[src/hdl/cba_pkg.sv]
package cba_pkg;

	typedef enum logic {
		KIND_ALLOC = 1'b0,
		KIND_FREE  = 1'b1
	} kind_t;

	typedef enum logic [1:0] {
		ST_IDLE,
		ST_SCAN,
		ST_UPDATE
	} state_t;

	typedef struct packed {
		logic       kind;
		logic [9:0] file_size;
		logic [8:0] start_index;
	} cmd_t;

	typedef struct packed {
		logic       ok;
		logic [8:0] alloc_start;
		logic [9:0] free_units;
		logic [8:0] wasted_units;
	} res_t;

endpackage

[src/hdl/cluster_bitmap_allocator_unit.sv]
// Channel   Handshake               Word
// command   start / busy            cmd (kind, file_size, start_index)
// result    done, one-cycle strobe  result (ok, alloc_start, free_units, wasted_units)
//
// The bitmap lives in a ring of cells, one cluster word each, rotated past a head stage.
// An allocate makes two rotations: one to find the run, one to mark it and tally.
// A free makes one rotation to clear and tally. NC is the cluster count.
// Reset clears every unit to free. The receiver cannot stall: done is high one cycle.
module cluster_bitmap_allocator_unit #(
	parameter int TOTAL_UNITS   = 512,
	parameter int CLUSTER_UNITS = 8
) (
	input  logic          clk,
	input  logic          arst_n,
	input  logic          start,
	output logic          busy,
	input  cba_pkg::cmd_t cmd,
	output logic          done,
	output cba_pkg::res_t result
);

	import cba_pkg::*;

	localparam int NC      = (TOTAL_UNITS + CLUSTER_UNITS - 1) / CLUSTER_UNITS;
	localparam int CW      = (NC > 1) ? $clog2(NC) : 1;
	localparam int UW      = $clog2(TOTAL_UNITS + 2048) + 1;
	localparam int BW      = (CLUSTER_UNITS > 1) ? $clog2(CLUSTER_UNITS) : 1;
	localparam int LASTPOS = TOTAL_UNITS - 1 - (NC - 1) * CLUSTER_UNITS;

	localparam logic [CW-1:0] LAST_K   = CW'(NC - 1);
	localparam logic [UW-1:0] CU_U     = UW'(CLUSTER_UNITS);
	localparam logic [BW-1:0] LAST_B   = BW'(LASTPOS);
	localparam logic [BW-1:0] FULL_B   = BW'(CLUSTER_UNITS - 1);

	logic [CLUSTER_UNITS-1:0] chain [NC+1];
	logic                     shift;
	logic [CLUSTER_UNITS-1:0] head_w, new_w;

	genvar gi;
	generate
		for (gi = 0; gi < NC; gi++) begin : g_cell
			cba_cell #(.WIDTH(CLUSTER_UNITS)) u_cell (
				.clk       (clk),
				.arst_n    (arst_n),
				.shift     (shift),
				.next_word (chain[gi+1]),
				.word      (chain[gi])
			);
		end
	endgenerate

	state_t        state_q, state_n;
	cmd_t          cmd_q;
	logic [CW-1:0] k_q;
	logic [UW-1:0] base_q, run_q, rstart_q, start_u_q, free_q, waste_q;
	logic          found_q, done_q;
	res_t          result_q;

	logic [UW-1:0] size_u, run_n, lo, hi, u;
	logic [BW-1:0] lastpos, hib;
	logic          apply, last_k, hit;

	assign head_w = chain[0];
	assign last_k = (k_q == LAST_K);
	assign size_u = UW'(cmd_q.file_size);
	assign run_n  = head_w[0] ? '0 : run_q + CU_U;
	assign hit    = !found_q && !head_w[0] && (run_n >= size_u);

	assign lo      = (cmd_q.kind == KIND_FREE) ? UW'(cmd_q.start_index) : start_u_q;
	assign hi      = lo + size_u;
	assign apply   = (cmd_q.kind == KIND_FREE) || found_q;
	assign lastpos = last_k ? LAST_B : FULL_B;

	always_comb begin
		new_w = head_w;
		hib   = '0;
		u     = '0;
		for (int b = 0; b < CLUSTER_UNITS; b++) begin
			u = base_q + UW'(b);
			if (apply && (u >= lo) && (u < hi) && (BW'(b) <= lastpos)) begin
				new_w[b] = (cmd_q.kind == KIND_ALLOC);
			end
		end
		for (int b = 0; b < CLUSTER_UNITS; b++) begin
			if (new_w[b]) begin
				hib = BW'(b);
			end
		end
	end

	assign chain[NC] = (state_q == ST_SCAN) ? head_w : new_w;

	always_comb begin
		state_n = state_q;
		shift   = 1'b0;
		case (state_q)
			ST_IDLE: begin
				if (start) begin
					state_n = (cmd.kind == KIND_FREE) ? ST_UPDATE : ST_SCAN;
				end
			end
			ST_SCAN: begin
				shift = 1'b1;
				if (last_k) begin
					state_n = ST_UPDATE;
				end
			end
			ST_UPDATE: begin
				shift = 1'b1;
				if (last_k) begin
					state_n = ST_IDLE;
				end
			end
			default: state_n = ST_IDLE;
		endcase
	end

	always_ff @(posedge clk or negedge arst_n) begin
		if (!arst_n) begin
			state_q <= ST_IDLE;
			done_q  <= 1'b0;
			k_q     <= '0;
			found_q <= 1'b0;
		end else begin
			state_q <= state_n;
			done_q  <= (state_q == ST_UPDATE) && last_k;
			case (state_q)
				ST_IDLE: begin
					k_q     <= '0;
					found_q <= 1'b0;
				end
				ST_SCAN: begin
					k_q <= last_k ? '0 : k_q + CW'(1);
					if (hit) begin
						found_q <= 1'b1;
					end
				end
				ST_UPDATE: begin
					k_q <= last_k ? '0 : k_q + CW'(1);
				end
				default: k_q <= '0;
			endcase
		end
	end

	always_ff @(posedge clk) begin
		case (state_q)
			ST_IDLE: begin
				cmd_q     <= cmd;
				base_q    <= '0;
				run_q     <= '0;
				rstart_q  <= '0;
				start_u_q <= '0;
				free_q    <= '0;
				waste_q   <= '0;
			end
			ST_SCAN: begin
				run_q  <= run_n;
				base_q <= last_k ? '0 : base_q + CU_U;
				if (!head_w[0] && (run_q == '0)) begin
					rstart_q <= base_q;
				end
				if (hit) begin
					start_u_q <= (run_q == '0) ? base_q : rstart_q;
				end
			end
			ST_UPDATE: begin
				base_q <= base_q + CU_U;
				if (!new_w[0]) begin
					free_q <= free_q + CU_U;
				end else if (!new_w[lastpos]) begin
					waste_q <= waste_q + UW'(lastpos - hib);
				end
				if (last_k) begin
					result_q.ok           <= apply;
					result_q.alloc_start  <= (cmd_q.kind == KIND_ALLOC && found_q)
						? start_u_q[8:0] : 9'd0;
					result_q.free_units   <= new_w[0] ? free_q[9:0] : free_q[9:0] + CU_U[9:0];
					result_q.wasted_units <= (new_w[0] && !new_w[lastpos])
						? waste_q[8:0] + 9'(lastpos - hib) : waste_q[8:0];
				end
			end
			default: ;
		endcase
	end

	assign busy   = (state_q != ST_IDLE);
	assign done   = done_q;
	assign result = result_q;

endmodule

[src/hdl/cba_cell.sv]
module cba_cell #(
	parameter int WIDTH = 8
) (
	input  logic             clk,
	input  logic             arst_n,
	input  logic             shift,
	input  logic [WIDTH-1:0] next_word,
	output logic [WIDTH-1:0] word
);

	logic [WIDTH-1:0] word_q;

	always_ff @(posedge clk or negedge arst_n) begin
		if (!arst_n) begin
			word_q <= '0;
		end else if (shift) begin
			word_q <= next_word;
		end
	end

	assign word = word_q;

endmodule
[config.mk]
export PLATFORM = sky130hd
export DESIGN_NAME = cluster_bitmap_allocator_unit
export DESIGN_NICKNAME = d
export VERILOG_FILES = /design/src/hdl/cba_pkg.sv /design/src/hdl/cluster_bitmap_allocator_unit.sv /design/src/hdl/cba_cell.sv
export SDC_FILE = /design/constraint.sdc
export NUM_CORES = 1
export LEC_CHECK = 0
export BUFFER_PORTS_ARGS = -buffer_cell sky130_fd_sc_hd__buf_4
export CORE_MARGIN = 2
export CORE_UTILIZATION = 55
export CTS_BUF_LIST = sky130_fd_sc_hd__clkbuf_16
export DETAILED_ROUTE_END_ITERATION = 8
export PLACE_DENSITY = 0.77
export SLEW_MARGIN = 40
export SYNTH_ARGS = -nofsm -noshare
export SYNTH_HDL_FRONTEND = slang
export SYNTH_SLANG_ARGS = --single-unit
[constraint.sdc]
create_clock -name clk -period 11.5 [get_ports clk]
set_clock_uncertainty 0.05 [all_clocks]
set_input_delay 1.15 -clock clk [delete_from_list [all_inputs] [get_ports clk]]
set_output_delay 1.15 -clock clk [all_outputs]
set_load 0.01 [all_outputs]
==> summary by stage <==
Place
The post-placement worst setup slack is about 4300 ps. The count of buffers added on input and output ports is 47. The placed wire-length estimate after detailed placement is roughly 31 mm. The congestion estimate from routability-driven global placement came to 0.871.

Timing
The clock period minus worst slack is 7290 ps. The maximum operating frequency is between 100 and 150 MHz. The sum of negative setup slack is 0 ps. The final-report setup violation count is 0. The slew at the pin closest to its max-slew limit is just over 800 ps.

Measured against its own limit, the worst slew margin works out to 0.462. Setup repair after global routing left no endpoint under its margin. Of the available clock period, the critical path in the final layout requires 0.634.

Once routing completed, OpenROAD measured the worst setup slack at between 4000 and 5000 ps. The final-report max-slew violation count is 0. The final hold violation count came to 0.

Logic synthesis
In the synthesized netlist the async set-or-reset flop fraction comes to 0.837. Counting distinct cell types in the post-synthesis netlist gives 65. Dividing the synthesized area by the synthesized cell count gives about 14 µm². The dominant synthesized flop cell is sky130_fd_sc_hd__dfrtp_1.

The number of flops mapped to enable cells by yosys is just over 100. The count of state elements after synthesis is roughly 620. The netlist area before placement is around 27000 µm². The warning count from the yosys run is 0. The sequential fraction of the synthesis area is 0.603. After technology mapping, the gate count stands at approximately 1900.

Critical path
The buffering stage count on the worst path with inverters included is 3. The critical path required time is about 12000 ps. For the worst flop-to-flop path, the logic depth is 29. On the worst path, the slowest cell contributes a delay of 680 ps.

In this run the critical register-to-register path is launched from cmd_q[19]$_DFFE_PP_. In this run the register-to-register setup slack is ~4200 ps. The critical path depth is 29. The capturing element type of the critical path is a flop. Grouping stages by cell kind, the critical path spends the most delay in compound AO/OA/AOI/OAI gates. The data arrival at the endpoint of the critical path is ~7600 ps. Counting stages on the worst path, the most repeated cell is sky130_fd_sc_hd__a21oi_1. The slowest stage of the critical path is the sky130_fd_sc_hd__edfxtp_1 cell. The endpoint identified for the worst register-to-register timing path is result[8]$_DFFE_PP_.

The critical path class is flop to flop. The highest net fanout along the worst path is 13. The worst setup path is launched from a flop. The start point of the critical path is cmd_q[19]$_DFFE_PP_.

Detailed routing
The count of unresolved DRC violations after routing is 0. The first routing iteration left approximately 770 violations. The remaining antenna violation count is 0. The final wirelength is 46.5 mm. Dividing the detail-routed via count by the number of cells gives 5.59. Across all layers, the routed design uses approximately 14000 vias. The iteration count of the initial detailed-routing pass is 6.

In the final routed layout, each cell accounts on average for ~18 µm.

Power and ir drop
VDD sags by at most 0.135 mV. The power density relative to cell area is ~140 nW/µm². The leakage dissipation is between 10 and 15 nW.

Floorplan
The standard cell core area is 47800 µm². The number of core rows is 80. The die covers 50400 µm². In this run the horizontal extent of the chip is roughly 220 µm. In this run the count of I/O pins placed on the die edge is 54. In this run the vertical extent of the chip is roughly 220 µm. The starting density of the core is 0.559.

Cells and area
The share of final-layout standard cells stronger than drive strength 1 is 0.351. The area overhead of the layout relative to synthesis is 11.8%. The number of inserted diodes is 0.

The final layout net count is a little over 2000.

Global routing
The global-route congestion overflow total is 0. Entering global routing, the biggest net connects 117 pins. In the global route stage, overall resource usage came out at 0.192. The initial antenna violation count is 0. The number of global-route vias before repair is 15054. The first global-routing pass estimated roughly 78 mm of wire.

Worst hold path
Counting instances, the worst hold path has a depth of 1. The start point of the worst min-delay path is k_q[0]$_DFF_PN0_. The terminating pin of the worst hold path is k_q[0]$_DFF_PN0_. The path class of the tightest hold or removal check is flop to flop.

CTS
TritonCTS built the clock tree. The number of hold buffers added after CTS was 0. The clock net sink count is approximately 620.

The maximum root-to-sink buffer count is 3. Clock-pin slew was measured on the worst setup and hold paths at 50 ps. In this run the post-CTS setup repair buffer count came out at 0.

The cell at the root of the clock tree is sky130_fd_sc_hd__clkbuf_16. The H-tree depth is 3. At the later pin of the worst-skew pair, clock insertion delay measures 580 ps.

Buffers inserted during clock tree synthesis total 66. The post-cts resize count is 0.

Run
Across the run, the number of max-cap violations was 0.

Status
The flow ran to the end, and the final reports show no timing, DRC or antenna violations.
[stage by stage]
stage | total power, mW | hold WS, ps | utilization | std cells | cell area, µm²
after floorplan | 2.29 | 382 | - | 1885 | 26800
after global placement | 2.33 | 394 | 0.577 | 2460 | 27600
after detailed placement | 2.33 | 408 | 0.580 | 2465 | 27800
after CTS | 4.39 | 415 | 0.624 | 2581 | 29800
after global routing | 4.48 | 436 | 0.625 | 2582 | 29900
final | 4.33 | 410 | 0.625 | 2582 | 29900
[metal layers]
metal	global-route usage	up-vias	share of wire
li1	-	6800	-
met1	0.261	7308	0.45
met2	0.316	253	0.48
met3	0.0347	82	0.039
met4	0.0634	0	0.025
met5	0	-	0
[worst max path at each step]
stage	endpoint
after CTS	result[8]$_DFFE_PP_
after global placement	result[8]$_DFFE_PP_
final	result[8]$_DFFE_PP_
after detailed placement	result[8]$_DFFE_PP_
after floorplan	result[8]$_DFFE_PP_
after global routing	result[8]$_DFFE_PP_
[registers in the layout (all words and copies together), names as in the netlist]
register	flops
base_q	10
cmd_q	20
done	1
found_q	1
free_q	7
g_cell.u_cell.word	512
k_q	6
result	23
rstart_q	10
run_q	13
start_u_q	10
state_q	2
waste_q	9
[report_power, final]
group	internal, mW	switching, mW	total [mW]
sequential	2.24	0	2.24
clock	1.21	0.834	2.04
combinational	0.00880	0.0365	0.0454
[worst reg2reg max path: cells and delay by family (launching register included)]
kind            cells  cell delay [ps]
fa+ha+maj           4             1340
flops               1              680
compound gates     11             2000
xor+xnor            2              440
mux                 2              780
simple gates        7             1360
buf+inv             3              380
[cell usage in the layout, fill, tap and decap left out, types with 3 or more instances in the layout]
cell type / n
sky130_fd_sc_hd__nor4_1: 4
sky130_fd_sc_hd__nand2_1: 56
sky130_fd_sc_hd__and3_1: 22
sky130_fd_sc_hd__clkinv_1: 11
sky130_fd_sc_hd__nor3_1: 15
sky130_fd_sc_hd__a21o_1: 22
sky130_fd_sc_hd__clkinv_2: 14
sky130_fd_sc_hd__dfrtp_1: 522
sky130_fd_sc_hd__buf_4: 54
sky130_fd_sc_hd__conb_1: 6
sky130_fd_sc_hd__xnor2_1: 33
sky130_fd_sc_hd__clkbuf_16: 68
sky130_fd_sc_hd__ha_1: 85
sky130_fd_sc_hd__a211oi_1: 7
sky130_fd_sc_hd__and2_1: 24
sky130_fd_sc_hd__bufinv_16: 6
sky130_fd_sc_hd__nand3_1: 23
sky130_fd_sc_hd__nand4_1: 15
sky130_fd_sc_hd__a211o_1: 8
sky130_fd_sc_hd__mux2_2: 510
sky130_fd_sc_hd__xor2_1: 19
sky130_fd_sc_hd__o211ai_1: 7
sky130_fd_sc_hd__buf_16: 4
sky130_fd_sc_hd__o21ai_0: 38
sky130_fd_sc_hd__nor2b_1: 9
sky130_fd_sc_hd__a31oi_1: 8
sky130_fd_sc_hd__o2111ai_1: 3
sky130_fd_sc_hd__nor2_1: 70
sky130_fd_sc_hd__o21a_1: 8
sky130_fd_sc_hd__buf_6: 4
sky130_fd_sc_hd__o22ai_1: 3
sky130_fd_sc_hd__inv_1: 56
sky130_fd_sc_hd__nand2b_1: 11
sky130_fd_sc_hd__a2111oi_0: 3
sky130_fd_sc_hd__mux2i_1: 23
sky130_fd_sc_hd__edfxtp_1: 102
sky130_fd_sc_hd__a21oi_1: 39
sky130_fd_sc_hd__or2_2: 4
[cells by family after synthesis]
kind of cell | Yosys count | synth area share
flops | 624 | 0.603
mux | 534 | 0.224
simple gates | 263 | 0.0488
compound gates | 172 | 0.0432
buf+inv | 145 | 0.0215
fa+ha+maj | 88 | 0.0417
xor+xnor | 53 | 0.0179
other cells | 1 | 0.000140
[Yosys cell counts (2+ instances only)]
library cell                  n  area (µm²)
sky130_fd_sc_hd__and2_1      24         150
sky130_fd_sc_hd__a31oi_1      8        50.1
sky130_fd_sc_hd__o2111ai_1    3        26.3
sky130_fd_sc_hd__a21boi_0     2        15.0
sky130_fd_sc_hd__o21a_1       8        60.1
sky130_fd_sc_hd__o311a_1      2        20.0
sky130_fd_sc_hd__o211ai_1     7        52.6
sky130_fd_sc_hd__mux2_2     510        5740
sky130_fd_sc_hd__fa_1         2        40.0
sky130_fd_sc_hd__xor2_1      19         166
sky130_fd_sc_hd__nand3_1     23         115
sky130_fd_sc_hd__dfrtp_1    522       13100
sky130_fd_sc_hd__a221o_1      2        20.0
sky130_fd_sc_hd__clkbuf_1    83         312
sky130_fd_sc_hd__nor2b_1      9        56.3
sky130_fd_sc_hd__and3_1      22         138
sky130_fd_sc_hd__o22ai_1      3        18.8
sky130_fd_sc_hd__inv_1       44         165
sky130_fd_sc_hd__a21o_1      22         165
sky130_fd_sc_hd__o31ai_1      2        15.0
sky130_fd_sc_hd__a21oi_1     39         195
sky130_fd_sc_hd__nor3_1      15        75.1
sky130_fd_sc_hd__xnor2_1     33         289
sky130_fd_sc_hd__mux2i_1     23         230
sky130_fd_sc_hd__buf_2        3        15.0
sky130_fd_sc_hd__and4_1       2        17.5
sky130_fd_sc_hd__or2_2        4        25.0
sky130_fd_sc_hd__nand2b_1    11        68.8
sky130_fd_sc_hd__buf_4        7        52.6
sky130_fd_sc_hd__edfxtp_1   102        3060
sky130_fd_sc_hd__a211o_1      8        70.1
sky130_fd_sc_hd__nor2_1      71         267
sky130_fd_sc_hd__nand4_1     15        93.8
sky130_fd_sc_hd__nand2_1     56         210
sky130_fd_sc_hd__buf_1        8        30.0
sky130_fd_sc_hd__o21ai_0     41         205
sky130_fd_sc_hd__a2111oi_0    3        26.3
sky130_fd_sc_hd__a211oi_1     7        52.6
sky130_fd_sc_hd__ha_1        86        1080
sky130_fd_sc_hd__nor4_1       4        25.0
[final cells by class]
type,instances,area (µm²)
Fill cell,3482,18000
Sequential cell,624,16100
Multi-Input combinational cell,1116,10100
Clock buffer,68,1700
Tap cell,615,769
Timing Repair Buffer,67,644
Clock inverter,48,387
Inverter,44,165
No activity file was read; power rests on OpenSTA's default activity.
